## src/rtl/core/sfe_pkg.sv

```systemverilog
// Shared types and constants for the stereo feedback echo.
// No dependencies; sfe_lane and stereo_feedback_echo refer to it by scoped names.
package sfe_pkg;

  localparam int DELAY_DEPTH = 4096;
  localparam int ADDR_W      = $clog2(DELAY_DEPTH);
  localparam int FILL_W      = $clog2(DELAY_DEPTH + 1);

  localparam int SAMPLE_W    = 32;
  localparam int GAIN_W      = 15;
  localparam int LEN_W       = 13;
  localparam int CFG_DATA_W  = 15;
  localparam int FRAC_W      = 15;
  localparam int PROD_W      = SAMPLE_W + GAIN_W + 1;
  localparam int ECHO_W      = PROD_W - FRAC_W;
  localparam int SUM_W       = ECHO_W + 1;
  localparam int RAM_W       = 2 * SAMPLE_W;

  localparam logic [GAIN_W-1:0] RESET_GAIN  = GAIN_W'(26214);
  localparam logic [LEN_W-1:0]  RESET_DELAY = LEN_W'(3200);

  typedef enum logic [0:0] {
    REG_ECHO_GAIN    = 1'b0,
    REG_DELAY_LENGTH = 1'b1
  } reg_index_t;

  typedef logic [ADDR_W-1:0] addr_t;
  typedef logic [FILL_W-1:0] fill_t;

  typedef struct packed {
    logic signed [SAMPLE_W-1:0] left_sample;
    logic signed [SAMPLE_W-1:0] right_sample;
  } in_item_t;

  typedef struct packed {
    logic signed [SAMPLE_W-1:0] left_out;
    logic signed [SAMPLE_W-1:0] right_out;
  } out_item_t;

endpackage

```

## src/rtl/core/sfe_lane.sv

```systemverilog
// One channel of the echo datapath: gain multiply (registered), then
// round toward zero, add the input sample and saturate. Uses sfe_pkg.
module sfe_lane (
  input  logic                                 clk,
  input  logic                                 load,
  input  logic signed [sfe_pkg::SAMPLE_W-1:0]  stored,
  input  logic        [sfe_pkg::GAIN_W-1:0]    gain,
  input  logic signed [sfe_pkg::SAMPLE_W-1:0]  sample,
  output logic signed [sfe_pkg::SAMPLE_W-1:0]  result
);

  logic signed [sfe_pkg::PROD_W-1:0]   product;
  logic signed [sfe_pkg::SAMPLE_W-1:0] sample_hold;
  logic signed [sfe_pkg::PROD_W-1:0]   biased;
  logic signed [sfe_pkg::ECHO_W-1:0]   echo;
  logic signed [sfe_pkg::SUM_W-1:0]    sum;

  always_ff @(posedge clk) begin
    if (load) begin
      product     <= sfe_pkg::PROD_W'(stored) *
                     sfe_pkg::PROD_W'($signed({1'b0, gain}));
      sample_hold <= sample;
    end
  end

  always_comb begin
    // bias negative products so the arithmetic shift truncates toward zero
    biased = product + (product[sfe_pkg::PROD_W-1]
                        ? sfe_pkg::PROD_W'((1 << sfe_pkg::FRAC_W) - 1)
                        : sfe_pkg::PROD_W'(0));
    echo   = biased[sfe_pkg::PROD_W-1:sfe_pkg::FRAC_W];
    sum    = sfe_pkg::SUM_W'(sample_hold) + sfe_pkg::SUM_W'(echo);
    if (sum[sfe_pkg::SUM_W-1:sfe_pkg::SAMPLE_W-1] == '0 ||
        sum[sfe_pkg::SUM_W-1:sfe_pkg::SAMPLE_W-1] == '1) begin
      result = sum[sfe_pkg::SAMPLE_W-1:0];
    end else if (sum[sfe_pkg::SUM_W-1]) begin
      result = {1'b1, {(sfe_pkg::SAMPLE_W-1){1'b0}}};
    end else begin
      result = {1'b0, {(sfe_pkg::SAMPLE_W-1){1'b1}}};
    end
  end

endmodule

```

## config.mk

```make
export PLATFORM = sky130hd
export DESIGN_NAME = sfe_lane
export DESIGN_NICKNAME = d
export VERILOG_FILES = /design/src/rtl/core/sfe_pkg.sv /design/src/rtl/core/sfe_lane.sv
export SDC_FILE = /design/constraint.sdc
export NUM_CORES = 1
export LEC_CHECK = 0
export CAP_MARGIN = 10
export CORE_MARGIN = 2
export CORE_UTILIZATION = 60
export DETAILED_ROUTE_END_ITERATION = 10
export DONT_BUFFER_PORTS = 1
export MAX_ROUTING_LAYER = met4
export PLACE_DENSITY = 0.76
export SLEW_MARGIN = 20
export SYNTH_ARGS = -nofsm -noshare
export SYNTH_HDL_FRONTEND = slang
export SYNTH_SLANG_ARGS = --single-unit
```

## constraint.sdc

```tcl
create_clock -name clk -period 8.7 [get_ports clk]
set_input_delay 1.74 -clock clk [delete_from_list [all_inputs] [get_ports clk]]
set_output_delay 1.74 -clock clk [all_outputs]
set_load 0.01 [all_outputs]
```

# Word-level counts from Yosys, hierarchy flattened
# Cells that the tools add are included.
# classes
n_mux,3
eq_ne,1
n_reduce_logical,2
n_mul,1
n_addsub,2
# op_table
op,count
$mux W32,2
$add A48 B16 Y48,1
$mul A32 B16 Y48,1
$add A32 B33 Y34,1
$mux W15,1
$eq A3 B3 Y1 const B,1
$logic_not A3 Y1,1
$logic_or A1 B1 Y1,1
# word_totals
wordCells,11
output_inout_bits,32
regBits,80
in_bits,81

# Depth between registers and ports, before layout
# Gate-level depths: netlist of run 1.
# logic_depth
depth_word,6
ltp_mapped,25
depth_no_buf,24

# Least setup slack after synthesis of run 1
# No wires, ideal clock.
# synth_timing
path_type,input -> register
start,in stored[31] in the netlist's numbering
end,reg product[46] in the netlist's numbering (data pin)
path_slack_ns,1.091
t_required_ns,8.441
n_path_buf,2
arrival_ns,7.349
cell_stages,22
setup_ns,0.259
path_cell_list,clkbuf_1 -> nand2_1 -> fa_1 -> fa_1 -> inv_1 -> fa_1 -> fa_1 -> fa_1 -> inv_1 -> fa_1 -> inv_1 -> ha_1 -> clkbuf_1 -> a21o_1 -> a21o_1 -> a21o_1 -> a21o_1 -> a21oi_1 -> nor2_1 -> a211o_1 -> a41oi_1 -> xnor2_1
# synth_via
elab_chain_cells,1
# synth_rtl
item,line_no,text
start: declaration,sfe_lane.sv:6,"input logic signed [sfe_pkg::SAMPLE_W-1:0] stored,"
$mul A32 B16 Y48,sfe_lane.sv:20,product <= sfe_pkg::PROD_W'(stored) *
end signal: assignment,sfe_lane.sv:20,
end: declaration,sfe_lane.sv:12,logic signed [sfe_pkg::PROD_W-1:0] product;
# Every way passes these cells.
# A chain may end at the register's enable or synchronous reset.

# Final worst setup path of run 1
# layout_timing
start,reg product[47] in the netlist's numbering
end,out result[2] in the netlist's numbering
# layout_via
elab_chain_cells,6
elab_cells_between_ends,8
classes_between,add/sub: 2; eq/ne: 1; mux: 3; reduce/logical: 2
# layout_rtl
item,line_no,text
$mux W15,sfe_lane.sv:29,? sfe_pkg::PROD_W'((1 << sfe_pkg::FRAC_W) - 1)
$add A48 B16 Y48 *,sfe_lane.sv:28,biased = product + (product[sfe_pkg::PROD_W-1]
$add A32 B33 Y34 *,sfe_lane.sv:32,sum = sfe_pkg::SUM_W'(sample_hold) + sfe_pkg::SUM_W'(echo);
$eq A3 B3 Y1 / $logic_not A3 Y1 (equally long branches),"sfe_lane.sv:34, sfe_lane.sv:33",
$logic_or A1 B1 Y1,sfe_lane.sv:33,if (sum[sfe_pkg::SUM_W-1:sfe_pkg::SAMPLE_W-1] == '0 ||
$mux W32 *,sfe_lane.sv:33,
end: declaration,sfe_lane.sv:9,output logic signed [sfe_pkg::SAMPLE_W-1:0] result
# Mark *: on every way between the ends. The rest lies on a longest branch, timed or not.

==> metrics.txt, run 1 <==
# TYPE chip_impl_metric gauge
chip_impl_info{name="outcome",value="finished, final reports clean"} 1
chip_impl_info{name="cts_root_buffer",value="clkbuf_16"} 1
chip_impl_metric{name="post_synth_instance_area",unit="sq um"} 22300
chip_impl_metric{name="worst_slew_margin_rel",unit=""} 0.375
chip_impl_info{name="critical_path_class",value="reg2out"} 1
chip_impl_metric{name="gp_congestion",unit=""} 0.947
chip_impl_metric{name="vias",unit=""} 16000
chip_impl_metric{name="layout.filler_cells",unit=""} 3080
chip_impl_metric{name="post-dp-hpwl",unit="mm"} 42.6
chip_impl_info{name="startpoint_type",value="flop"} 1
chip_impl_metric{name="actual_slew_at_the_worst_max_slew_pin",unit="ns"} 0.929
chip_impl_metric{name="design.final.nets",unit=""} 2996
chip_impl_metric{name="start_util",unit=""} 0.610
chip_impl_metric{name="distinct_cell_type_count_of_the_synthesized_netlist",unit=""} 70
chip_impl_metric{name="port-buffer-count",unit=""} 0
chip_impl_metric{name="grt_antenna_before_repair",unit=""} 0
chip_impl_metric{name="area_growth",unit="%"} 2.07
chip_impl_metric{name="vias_in_the_first_global_route",unit=""} 17100
chip_impl_metric{name="hold_viol_final",unit=""} 0
chip_impl_metric{name="tritoncts_num_sinks",unit=""} 80
chip_impl_metric{name="synth_cells",unit=""} 2393
chip_impl_metric{name="setup_violations",unit=""} 0
chip_impl_metric{name="finish.cell_count_without_fillers",unit=""} 2772
chip_impl_metric{name="grt_first_pass_wirelength",unit="mm"} 88.5
chip_impl_metric{name="drc",unit=""} 0
chip_impl_metric{name="hold_buffers",unit=""} 0
chip_impl_metric{name="mappedNetlistNets",unit=""} 3090
chip_impl_metric{name="routed_wire_length_per_instance",unit="um"} 19.1
chip_impl_metric{name="fin_area",unit="sq um"} 22800
chip_impl_metric{name="worst_path_largest_cell_delay",unit="ns"} 0.74
chip_impl_metric{name="die_h",unit="um"} 197
chip_impl_metric{name="n_antenna_cell",unit=""} 0
chip_impl_metric{name="drv_slew",unit=""} 0
chip_impl_metric{name="floorplan.die_area",unit="sq um"} 38800
chip_impl_info{name="timing.critical_path.cells",value="ha_1, a31o_2, a21o_1, a21oi_1, o21ai_0, a31o_2, o21ai_1, or2_2, nor3_1, xor2_1, ha_1, nand2_1, nor4_1, and3_1, a2111oi_4, nor2_1, a311o_2, o211ai_4, o41ai_1"} 1
chip_impl_metric{name="synth-edff-count",unit=""} 80
chip_impl_metric{name="ctsHtreeMaxLevel",unit=""} 3
chip_impl_metric{name="synth-warning-count",unit=""} 0
chip_impl_metric{name="worstPathMaxFanout",unit=""} 31
chip_impl_metric{name="timing.max_cap.violations",unit=""} 0
chip_impl_info{name="worst_hold_path_type",value="in2reg"} 1
chip_impl_info{name="cts_tree",value="done"} 1
chip_impl_metric{name="drt-pass1-iter-count",unit=""} 6
chip_impl_metric{name="final_routed_wirelength_across_all_metal_layers",unit="mm"} 53.0
chip_impl_metric{name="synth_area_per_cell",unit="sq um"} 9.34
chip_impl_info{name="end_kind",value="output pin"} 1
chip_impl_metric{name="num_io_pins",unit=""} 113
chip_impl_metric{name="final.setup.tns",unit="ns"} 0
chip_impl_metric{name="setup_ws",unit="ns"} 0.661
chip_impl_metric{name="synthArstFlopShare",unit=""} 0
chip_impl_metric{name="maxClockFrequency",unit="MHz"} 124
chip_impl_metric{name="share_of_the_yosys_chip_area_belonging_to_registers",unit=""} 0.107
chip_impl_metric{name="crit_required",unit="ns"} 6.96
chip_impl_info{name="unrepaired_setup_endpoints_after_global_routing",value="no"} 1
chip_impl_info{name="synth_top_flop_cell",value="edfxtp_1"} 1
chip_impl_metric{name="detail-route-antenna-nets",unit=""} 0
chip_impl_metric{name="postCtsSetupBuffers",unit=""} 0
chip_impl_metric{name="grt_overflow_total",unit=""} 0
chip_impl_metric{name="post-route-period-util",unit=""} 0.924
chip_impl_metric{name="dp_worst_setup_slack",unit="ns"} 0.927
chip_impl_metric{name="endpoint_arrival_time_on_the_critical_path",unit="ns"} 6.30
chip_impl_metric{name="detailedRoute.firstIterationViolations",unit=""} 1158
chip_impl_metric{name="worst_setup_hold_path_clk_slew",unit="ns"} 0.07
chip_impl_metric{name="place.detailed.instances",unit=""} 2756
chip_impl_metric{name="share_of_post_route_cells_with_drive_strength_above_1",unit=""} 0.0226
chip_impl_metric{name="place_area",unit="sq um"} 22500
chip_impl_metric{name="number_of_placement_rows",unit=""} 70
chip_impl_metric{name="die-width",unit="um"} 197
chip_impl_metric{name="final_period_minus_worst_setup_slack",unit="ns"} 8.04
chip_impl_info{name="crit_slowest_cell",value="o41ai_1"} 1
chip_impl_metric{name="clock_buffer_depth",unit=""} 2
chip_impl_metric{name="cts_inserted_buffers",unit=""} 9
chip_impl_metric{name="grt_max_degree",unit=""} 81
chip_impl_metric{name="core",unit="sq um"} 36600
chip_impl_metric{name="grt_usage",unit=""} 0.299
chip_impl_metric{name="vias_per_cell",unit=""} 5.76
chip_impl_metric{name="cts.repair.resized",unit=""} 0
chip_impl_metric{name="synth_seq_cells",unit=""} 80
## placed cells by master, fill, tap and decap left out, types with 32 or more instances in the layout
| cell type | n |
|---|---|
| a21o_1 | 49 |
| inv_1 | 475 |
| xor2_1 | 44 |
| nor2_1 | 44 |
| nand2_1 | 309 |
| fa_1 | 455 |
| ha_1 | 161 |
| o21ai_0 | 32 |
| a21oi_1 | 79 |
| edfxtp_1 | 80 |
| xnor2_1 | 59 |
| and2_1 | 234 |
## critical path: cells and delay by family (launching register included)
family	cells	cell delay (ns)
xor+xnor	1	0.17
simple gates	6	1.57
flops	1	0.70
compound gates	10	2.64
fa+ha+maj	2	0.82
## metrics by stage
step / hold slack, ns / utilization
after global placement: 1.84 / 0.615
after CTS: 1.48 / 0.623
after detailed placement: 1.84 / 0.615
after floorplan: 1.84 / -
after global routing: 1.47 / 0.623
final: 1.48 / 0.623
## metal layers
layer | routed length (um) | vias up | GRT usage
li1 | - | 7242 | -
met1 | 22700 | 7988 | 0.406
met2 | 24400 | 644 | 0.475
met3 | 4950 | 81 | 0.0578
met4 | 902 | 0 | 0.0579
met5 | 0 | - | -
## final cells by class
cell class | instances | area, sq um | share of cell area
sequential | 80 | 2400 | 0.105
timing repair buffer | 3 | 22.5 | 0.000987
clock buffer | 9 | 225 | 0.00987
inverter | 475 | 1780 | 0.0782
tap | 468 | 586 | 0.0257
multi-input combinational | 1730 | 17700 | 0.777
clock inverter | 7 | 77.6 | 0.00340
## synthesized netlist by cell type (4+ instances only)
cell / number / area (sq um)
xor2_1: 44 / 385
nor3_1: 21 / 105
a21oi_1: 79 / 395
o21bai_1: 8 / 60.1
nand4_1: 14 / 87.6
nor2_1: 44 / 165
a211oi_1: 8 / 60.1
and2_1: 234 / 1460
nand3_1: 29 / 145
fa_1: 455 / 9110
nor2b_1: 10 / 62.6
and4_1: 4 / 35.0
o211ai_1: 9 / 67.6
or2_2: 8 / 50.1
clkbuf_1: 96 / 360
edfxtp_1: 80 / 2400
buf_6: 4 / 45.0
inv_1: 475 / 1780
o41ai_1: 5 / 43.8
a211o_1: 4 / 35.0
a31oi_1: 8 / 50.1
ha_1: 161 / 2010
a21o_1: 49 / 368
o21a_1: 14 / 105
nor4_1: 5 / 31.3
o31ai_1: 29 / 218
and3_1: 18 / 113
o21ai_1: 5 / 25.0
buf_2: 7 / 35.0
o21ai_0: 32 / 160
nand2b_1: 9 / 56.3
nand2_1: 309 / 1160
xnor2_1: 59 / 517
## final timing paths
check	startpoint	endpoint	slack, ns	depth (start not counted)
max	product[47]	result[2]	0.66	19
min	sample[4]	sample_hold[4]	1.48	0
## sequential cells by signal (all words and copies together) (netlist names)
name	flops
product	48
sample_hold	32
## cells by family (layout without fill, tap and decap cells)
logic type | after synthesis | count (layout) | synth area share
muxes | 1 | 1 | 0.000448
buffers and inverters | 583 | 494 | 0.0998
xor gates and xnor gates | 103 | 103 | 0.0404
adders and majority gates | 616 | 616 | 0.498
and+or+nand+nor | 719 | 719 | 0.160
DFF | 80 | 80 | 0.107
AOI/OAI and AO/OA | 291 | 291 | 0.0937
Power of run 1 is left out: the tool's default activity adds up to more than one toggle a clock period on the data nets, which glitch-free logic cannot reach.
==> run 2, diff against run 1 <==
--- a/config.mk
+++ b/config.mk
@@ -8,6 +8,7 @@
 export CAP_MARGIN = 10
 export CORE_MARGIN = 2
 export CORE_UTILIZATION = 60
+export CTS_BUF_LIST = sky130_fd_sc_hd__clkbuf_8
 export DETAILED_ROUTE_END_ITERATION = 10
 export DONT_BUFFER_PORTS = 1
 export MAX_ROUTING_LAYER = met4
==> run 2 against run 1 <==
Compared with the run above: fmax down 0.73%; hold slack worse by 0.021 ns; worst setup slack worse by 0.059 ns; design area down 0.44%; highest routed layer unchanged.
==> metrics.txt, run 2 (synthesized netlist as in run 1, its figures left out) <==
# TYPE chip_impl_metric gauge
chip_impl_metric{name="crit_required",unit="ns"} 6.96
chip_impl_info{name="top_register",value="product"} 1
chip_impl_metric{name="drv_slew",unit=""} 0
chip_impl_metric{name="cts.repair.resized",unit=""} 0
chip_impl_metric{name="detail-route-antenna-nets",unit=""} 0
chip_impl_metric{name="gp_congestion",unit=""} 0.947
chip_impl_metric{name="number_of_placement_rows",unit=""} 70
chip_impl_info{name="cts_root_buffer",value="clkbuf_8"} 1
chip_impl_metric{name="vias",unit=""} 15900
chip_impl_metric{name="grt_max_degree",unit=""} 81
chip_impl_metric{name="worstPathMaxFanout",unit=""} 31
chip_impl_metric{name="postCtsSetupBuffers",unit=""} 0
chip_impl_metric{name="n_antenna_cell",unit=""} 0
chip_impl_metric{name="grt_overflow_total",unit=""} 0
chip_impl_metric{name="core",unit="sq um"} 36600
chip_impl_metric{name="die_h",unit="um"} 197
chip_impl_metric{name="endpoint_arrival_time_on_the_critical_path",unit="ns"} 6.36
chip_impl_metric{name="hold_buffers",unit=""} 0
chip_impl_info{name="unrepaired_setup_endpoints_after_global_routing",value="no"} 1
chip_impl_metric{name="final_period_minus_worst_setup_slack",unit="ns"} 8.10
chip_impl_info{name="worst_hold_path_type",value="in2reg"} 1
chip_impl_metric{name="worst_slew_margin_rel",unit=""} 0.371
chip_impl_metric{name="drc",unit=""} 0
chip_impl_info{name="end_kind",value="output pin"} 1
chip_impl_metric{name="port-buffer-count",unit=""} 0
chip_impl_info{name="outcome",value="finished, final reports clean"} 1
chip_impl_metric{name="drt-pass1-iter-count",unit=""} 6
chip_impl_info{name="cts_tree",value="done"} 1
chip_impl_info{name="commonest_cells_after_routing_fill_and_taps_aside",value="inv_1 (475), fa_1 (455), nand2_1 (309)"} 1
chip_impl_metric{name="vias_per_cell",unit=""} 5.74
chip_impl_metric{name="timing.max_cap.violations",unit=""} 0
chip_impl_metric{name="worst_setup_hold_path_clk_slew",unit="ns"} 0.09
chip_impl_metric{name="flip_flop_count_of_the_largest_register_all_copies_and_words_added",unit=""} 48
chip_impl_metric{name="actual_slew_at_the_worst_max_slew_pin",unit="ns"} 0.935
chip_impl_info{name="reg.largest.list",value="product x48, sample_hold x32"} 1
chip_impl_metric{name="vias_in_the_first_global_route",unit=""} 17000
chip_impl_metric{name="grt_usage",unit=""} 0.297
chip_impl_metric{name="grt_antenna_before_repair",unit=""} 0
chip_impl_metric{name="post-dp-hpwl",unit="mm"} 42.6
chip_impl_info{name="layout.cells.most_common",value="inv_1"} 1
chip_impl_metric{name="design.final.nets",unit=""} 2996
chip_impl_metric{name="grt_first_pass_wirelength",unit="mm"} 88.2
chip_impl_metric{name="die-width",unit="um"} 197
chip_impl_metric{name="final_routed_wirelength_across_all_metal_layers",unit="mm"} 52.7
chip_impl_info{name="startpoint_type",value="flop"} 1
chip_impl_metric{name="detailedRoute.firstIterationViolations",unit=""} 1131
chip_impl_metric{name="clock_buffer_depth",unit=""} 2
chip_impl_metric{name="maxClockFrequency",unit="MHz"} 123
chip_impl_metric{name="floorplan.die_area",unit="sq um"} 38800
chip_impl_metric{name="routed_wire_length_per_instance",unit="um"} 19.0
chip_impl_metric{name="post-route-period-util",unit=""} 0.931
chip_impl_metric{name="share_of_post_route_cells_with_drive_strength_above_1",unit=""} 0.0226
chip_impl_metric{name="hold_viol_final",unit=""} 0
chip_impl_metric{name="final.setup.tns",unit="ns"} 0
chip_impl_metric{name="ctsHtreeMaxLevel",unit=""} 3
chip_impl_metric{name="cts_inserted_buffers",unit=""} 9
chip_impl_metric{name="area_growth",unit="%"} 1.62
chip_impl_metric{name="tritoncts_num_sinks",unit=""} 80
chip_impl_metric{name="setup_violations",unit=""} 0
chip_impl_metric{name="num_io_pins",unit=""} 113
chip_impl_metric{name="start_util",unit=""} 0.610
chip_impl_info{name="critical_path_class",value="reg2out"} 1
[run 2: path summary, 6_finish.rpt]
path / depth (start not counted) / to / slack [ns] / from
setup / recovery: 19 / result[26] / 0.60 / product[47]
hold / removal: 0 / sample_hold[4] / 1.46 / sample[4]
[run 2: area by class of cell]
type,count,area [sq um]
clock buffer,9,124
sequential,80,2400
clock inverter,7,77.6
tap,468,586
multi-input combinational,1730,17700
timing repair buffer,3,22.5
inverter,475,1780
fill,3093,13900
[run 2: per-layer routing]
layer | routed length [um] | part of all wire | global-route usage
met3 | 4540 | 0.086 | 0.0553
met1 | 23000 | 0.44 | 0.406
met5 | 0 | 0 | -
met4 | 874 | 0.017 | 0.0563
met2 | 24300 | 0.46 | 0.473
[run 2: per-stage QoR]
step	setup WS (ns)	instances	hold WS, ns	instance area (sq um)	utilization
5_1_grt	0.129	2772	1.44	22700	0.620
2_1_floorplan	1.09	2393	1.84	22300	-
3_5_place_dp	0.927	2756	1.84	22500	0.615
3_3_place_gp	1.06	2756	1.84	22500	0.615
6_report	0.602	2772	1.46	22700	0.620
4_1_cts	0.590	2772	1.45	22700	0.620
[run 2: critical path, stage by stage (launching register included)]
cell       delay (ns)
edfxtp_1         0.72
ha_1             0.35
a31o_2           0.20
a21o_1           0.17
a21oi_1          0.13
o21ai_0          0.14
a31o_2           0.27
o21ai_1          0.38
or2_2            0.35
nor3_1           0.09
xor2_1           0.17
ha_1             0.47
nand2_1          0.15
nor4_1           0.47
and3_1           0.30
a2111oi_4        0.09
nor2_1           0.23
a311o_2          0.24
o211ai_4         0.29
o41ai_1          0.74
Power of run 2 is left out for the same reason.
==> run 3, diff against run 2 <==
--- a/config.mk
+++ b/config.mk
@@ -5,6 +5,7 @@
 export SDC_FILE = /design/constraint.sdc
 export NUM_CORES = 1
 export LEC_CHECK = 0
+export ABC_AREA = 1
 export CAP_MARGIN = 10
 export CORE_MARGIN = 2
 export CORE_UTILIZATION = 60
==> run 3 against run 2 <==
Compared with the run above: hold slack worse by 0.041 ns; synthesized cell count increased by 40%; utilization about the same; area after synthesis rose by 11%; wire length is 30% higher; design area increased by 11%; global-route usage grew 4.8 points; sequential share of layout area fell by 1.1 points; final cell count up 38%; die area up 11%; via count increased by 29%; critical path type is now in2reg; critical endpoint is now product[42]; highest routed layer unchanged.
==> metrics.txt, run 3 <==
# TYPE chip_impl_metric gauge
chip_impl_info{name="layout.cells.most_common",value="nand2_1"} 1
chip_impl_metric{name="start_util",unit=""} 0.607
chip_impl_metric{name="multi_input_comb_area",unit="sq um"} 18400
chip_impl_metric{name="met3_usage",unit=""} 0.0361
chip_impl_metric{name="tritoncts_num_sinks",unit=""} 80
chip_impl_metric{name="gp_congestion",unit=""} 0.998
chip_impl_metric{name="final_period_minus_worst_setup_slack",unit="ns"} 7.20
chip_impl_metric{name="synth-edff-count",unit=""} 80
chip_impl_metric{name="synth_seq_cells",unit=""} 80
chip_impl_metric{name="actual_slew_at_the_worst_max_slew_pin",unit="ns"} 0.748
chip_impl_metric{name="share_of_post_route_cells_with_drive_strength_above_1",unit=""} 0.0146
chip_impl_metric{name="flip_flop_count_of_the_largest_register_all_copies_and_words_added",unit=""} 48
chip_impl_metric{name="cts.repair.resized",unit=""} 0
chip_impl_metric{name="maxClockFrequency",unit="MHz"} 139
chip_impl_metric{name="hold_depth",unit=""} 0
chip_impl_metric{name="drv_slew",unit=""} 0
chip_impl_info{name="synth_top_flop_cell",value="edfxtp_1"} 1
chip_impl_metric{name="synth_area_per_cell",unit="sq um"} 7.37
chip_impl_metric{name="grt_first_pass_wirelength",unit="mm"} 114
chip_impl_metric{name="synth-warning-count",unit=""} 0
chip_impl_metric{name="hold_viol_final",unit=""} 0
chip_impl_metric{name="sequential_cell_area",unit="sq um"} 2400
chip_impl_info{name="cts_tree",value="done"} 1
chip_impl_metric{name="ctsHtreeMaxLevel",unit=""} 3
chip_impl_info{name="critical_path_class",value="in2reg"} 1
chip_impl_metric{name="routed_wire_length_per_instance",unit="um"} 18.0
chip_impl_info{name="unrepaired_setup_endpoints_after_global_routing",value="no"} 1
chip_impl_metric{name="grt_overflow_total",unit=""} 0
chip_impl_info{name="startpoint_type",value="primary input"} 1
chip_impl_info{name="yosysTopAreaCell",value="fa_1"} 1
chip_impl_metric{name="design.final.nets",unit=""} 3982
chip_impl_info{name="worst_hold_path_type",value="in2reg"} 1
chip_impl_metric{name="die-width",unit="um"} 207
chip_impl_metric{name="num_io_pins",unit=""} 113
chip_impl_metric{name="number_of_placement_rows",unit=""} 74
chip_impl_metric{name="drt-pass1-iter-count",unit=""} 6
chip_impl_metric{name="hold_buffers",unit=""} 0
chip_impl_metric{name="grt_max_degree",unit=""} 81
chip_impl_metric{name="vias_in_the_first_global_route",unit=""} 22000
chip_impl_metric{name="worst_setup_hold_path_clk_slew",unit="ns"} 0.11
chip_impl_metric{name="drc",unit=""} 0
chip_impl_metric{name="post-dp-hpwl",unit="mm"} 59.5
chip_impl_metric{name="post_synth_instance_area",unit="sq um"} 24700
chip_impl_info{name="synthMostInstantiatedCell",value="nand2_1"} 1
chip_impl_metric{name="clock_buffer_depth",unit=""} 2
chip_impl_metric{name="gr-usage-met1",unit=""} 0.453
chip_impl_info{name="critical-path-top-cell-by-count",value="fa_1"} 1
chip_impl_metric{name="synthArstFlopShare",unit=""} 0
chip_impl_info{name="worst_path_dominant_cell_family",value="adder cells"} 1
chip_impl_metric{name="cts_inserted_buffers",unit=""} 9
chip_impl_info{name="cts_root_buffer",value="clkbuf_8"} 1
chip_impl_metric{name="synth_cells",unit=""} 3357
chip_impl_metric{name="core",unit="sq um"} 40700
chip_impl_metric{name="vias_per_cell",unit=""} 5.38
chip_impl_metric{name="grt_antenna_before_repair",unit=""} 1
chip_impl_info{name="synth_top_cells_by_area",value="fa_1 (37%), nand2_1 (15%), inv_1 (14%)"} 1
chip_impl_info{name="timing.critical_path.cells",value="nand2_1, fa_1, fa_1, inv_1, fa_1, fa_1, fa_1, inv_1, fa_1, inv_1, ha_1, nand2_1, nor2_1, inv_1, nor3_1, nand4_1, nand3_1, xor2_1"} 1
chip_impl_info{name="hold_path.startpoint",value="sample[15]"} 1
chip_impl_metric{name="final.setup.tns",unit="ns"} 0
chip_impl_metric{name="critical_path_buf_inv_count",unit=""} 4
chip_impl_metric{name="timing.max_cap.violations",unit=""} 0
chip_impl_info{name="commonest_cells_after_routing_fill_and_taps_aside",value="nand2_1 (966), inv_1 (941), fa_1 (455)"} 1
chip_impl_metric{name="detail-route-antenna-nets",unit=""} 0
chip_impl_metric{name="worstPathMaxFanout",unit=""} 32
chip_impl_metric{name="floorplan.die_area",unit="sq um"} 42900
chip_impl_metric{name="synth_top_area_share",unit=""} 0.368
chip_impl_metric{name="met2_usage",unit=""} 0.586
chip_impl_metric{name="area_growth",unit="%"} 2.17
chip_impl_metric{name="setup_violations",unit=""} 0
chip_impl_metric{name="port-buffer-count",unit=""} 0
chip_impl_metric{name="postCtsSetupBuffers",unit=""} 0
chip_impl_metric{name="post-route-period-util",unit=""} 0.828
chip_impl_metric{name="mappedNetlistNets",unit=""} 4054
chip_impl_info{name="gr-max-usage-layer",value="met2"} 1
chip_impl_info{name="crit_slowest_cell",value="fa_1"} 1
chip_impl_metric{name="worst_path_largest_cell_delay",unit="ns"} 0.69
chip_impl_metric{name="share_of_the_yosys_chip_area_belonging_to_registers",unit=""} 0.0971
chip_impl_metric{name="worst_slew_margin_rel",unit=""} 0.502
chip_impl_metric{name="vias",unit=""} 20600
chip_impl_info{name="reg.largest.list",value="product x48, sample_hold x32"} 1
chip_impl_metric{name="final_routed_wirelength_across_all_metal_layers",unit="mm"} 68.8
chip_impl_metric{name="crit_required",unit="ns"} 8.87
chip_impl_metric{name="layout.filler_cells",unit=""} 3794
chip_impl_metric{name="grt_usage",unit=""} 0.346
chip_impl_info{name="min_delay_worst_endpoint",value="sample_hold[15]"} 1
chip_impl_metric{name="distinct_cell_type_count_of_the_synthesized_netlist",unit=""} 39
chip_impl_metric{name="endpoint_arrival_time_on_the_critical_path",unit="ns"} 7.37
chip_impl_info{name="end_kind",value="flop"} 1
chip_impl_info{name="synth_common_cells",value="nand2_1 (966), inv_1 (941), fa_1 (455)"} 1
chip_impl_info{name="top_register",value="product"} 1
chip_impl_info{name="outcome",value="finished, final reports clean"} 1
chip_impl_metric{name="detailedRoute.firstIterationViolations",unit=""} 1760
chip_impl_metric{name="die_h",unit="um"} 207
==> run 3: how the worst max path moves through the flow <==
| stage | start | end | cells after the start | slack (ns) |
|---|---|---|---|---|
| after global routing | gain[1] | product[46] | 18 | 1.32 |
| after floorplan | stored[31] | product[46] | 21 | 1.79 |
| after CTS | gain[1] | product[42] | 18 | 1.55 |
| after detailed placement | gain[1] | product[42] | 18 | 1.09 |
| after global placement | gain[1] | product[42] | 18 | 1.04 |
| final | gain[1] | product[42] | 18 | 1.50 |
==> run 3: logic make-up after synthesis <==
| family | share of synthesized area |
|---|---|
| AO/OA/AOI/OAI | 0.0481 |
| XOR/XNOR | 0.0308 |
| adder cells (fa/ha/maj) | 0.450 |
| buffers and inverters | 0.157 |
| flip-flops | 0.0971 |
| AND/OR/NAND/NOR | 0.217 |
==> run 3: final cells by class <==
cell class / instances / share of cell area
multi-input combinational: 2251 / 0.730
inverter: 943 / 0.140
sequential: 80 / 0.0950
tap: 532 / 0.0263
clock buffer: 9 / 0.00490
clock inverter: 7 / 0.00401
antenna: 1 / 0.0000990
==> run 3: routing by layer <==
metal,share of wire,vias to the layer above
met5,0,-
li1,-,9607
met2,0.49,728
met4,0.018,0
met3,0.062,94
met1,0.43,10100
==> run 3: through the flow <==
stage,worst slack [ns],hold slack [ns],area (sq um),utilization,cells
2_1_floorplan,1.79,1.84,24700,-,3357
6_report,1.50,1.42,25300,0.621,3823
3_3_place_gp,1.04,1.84,25100,0.615,3806
5_1_grt,1.32,1.39,25300,0.621,3823
3_5_place_dp,1.09,1.84,25100,0.615,3806
4_1_cts,1.55,1.39,25300,0.620,3822
Power of run 3 is left out for the same reason.
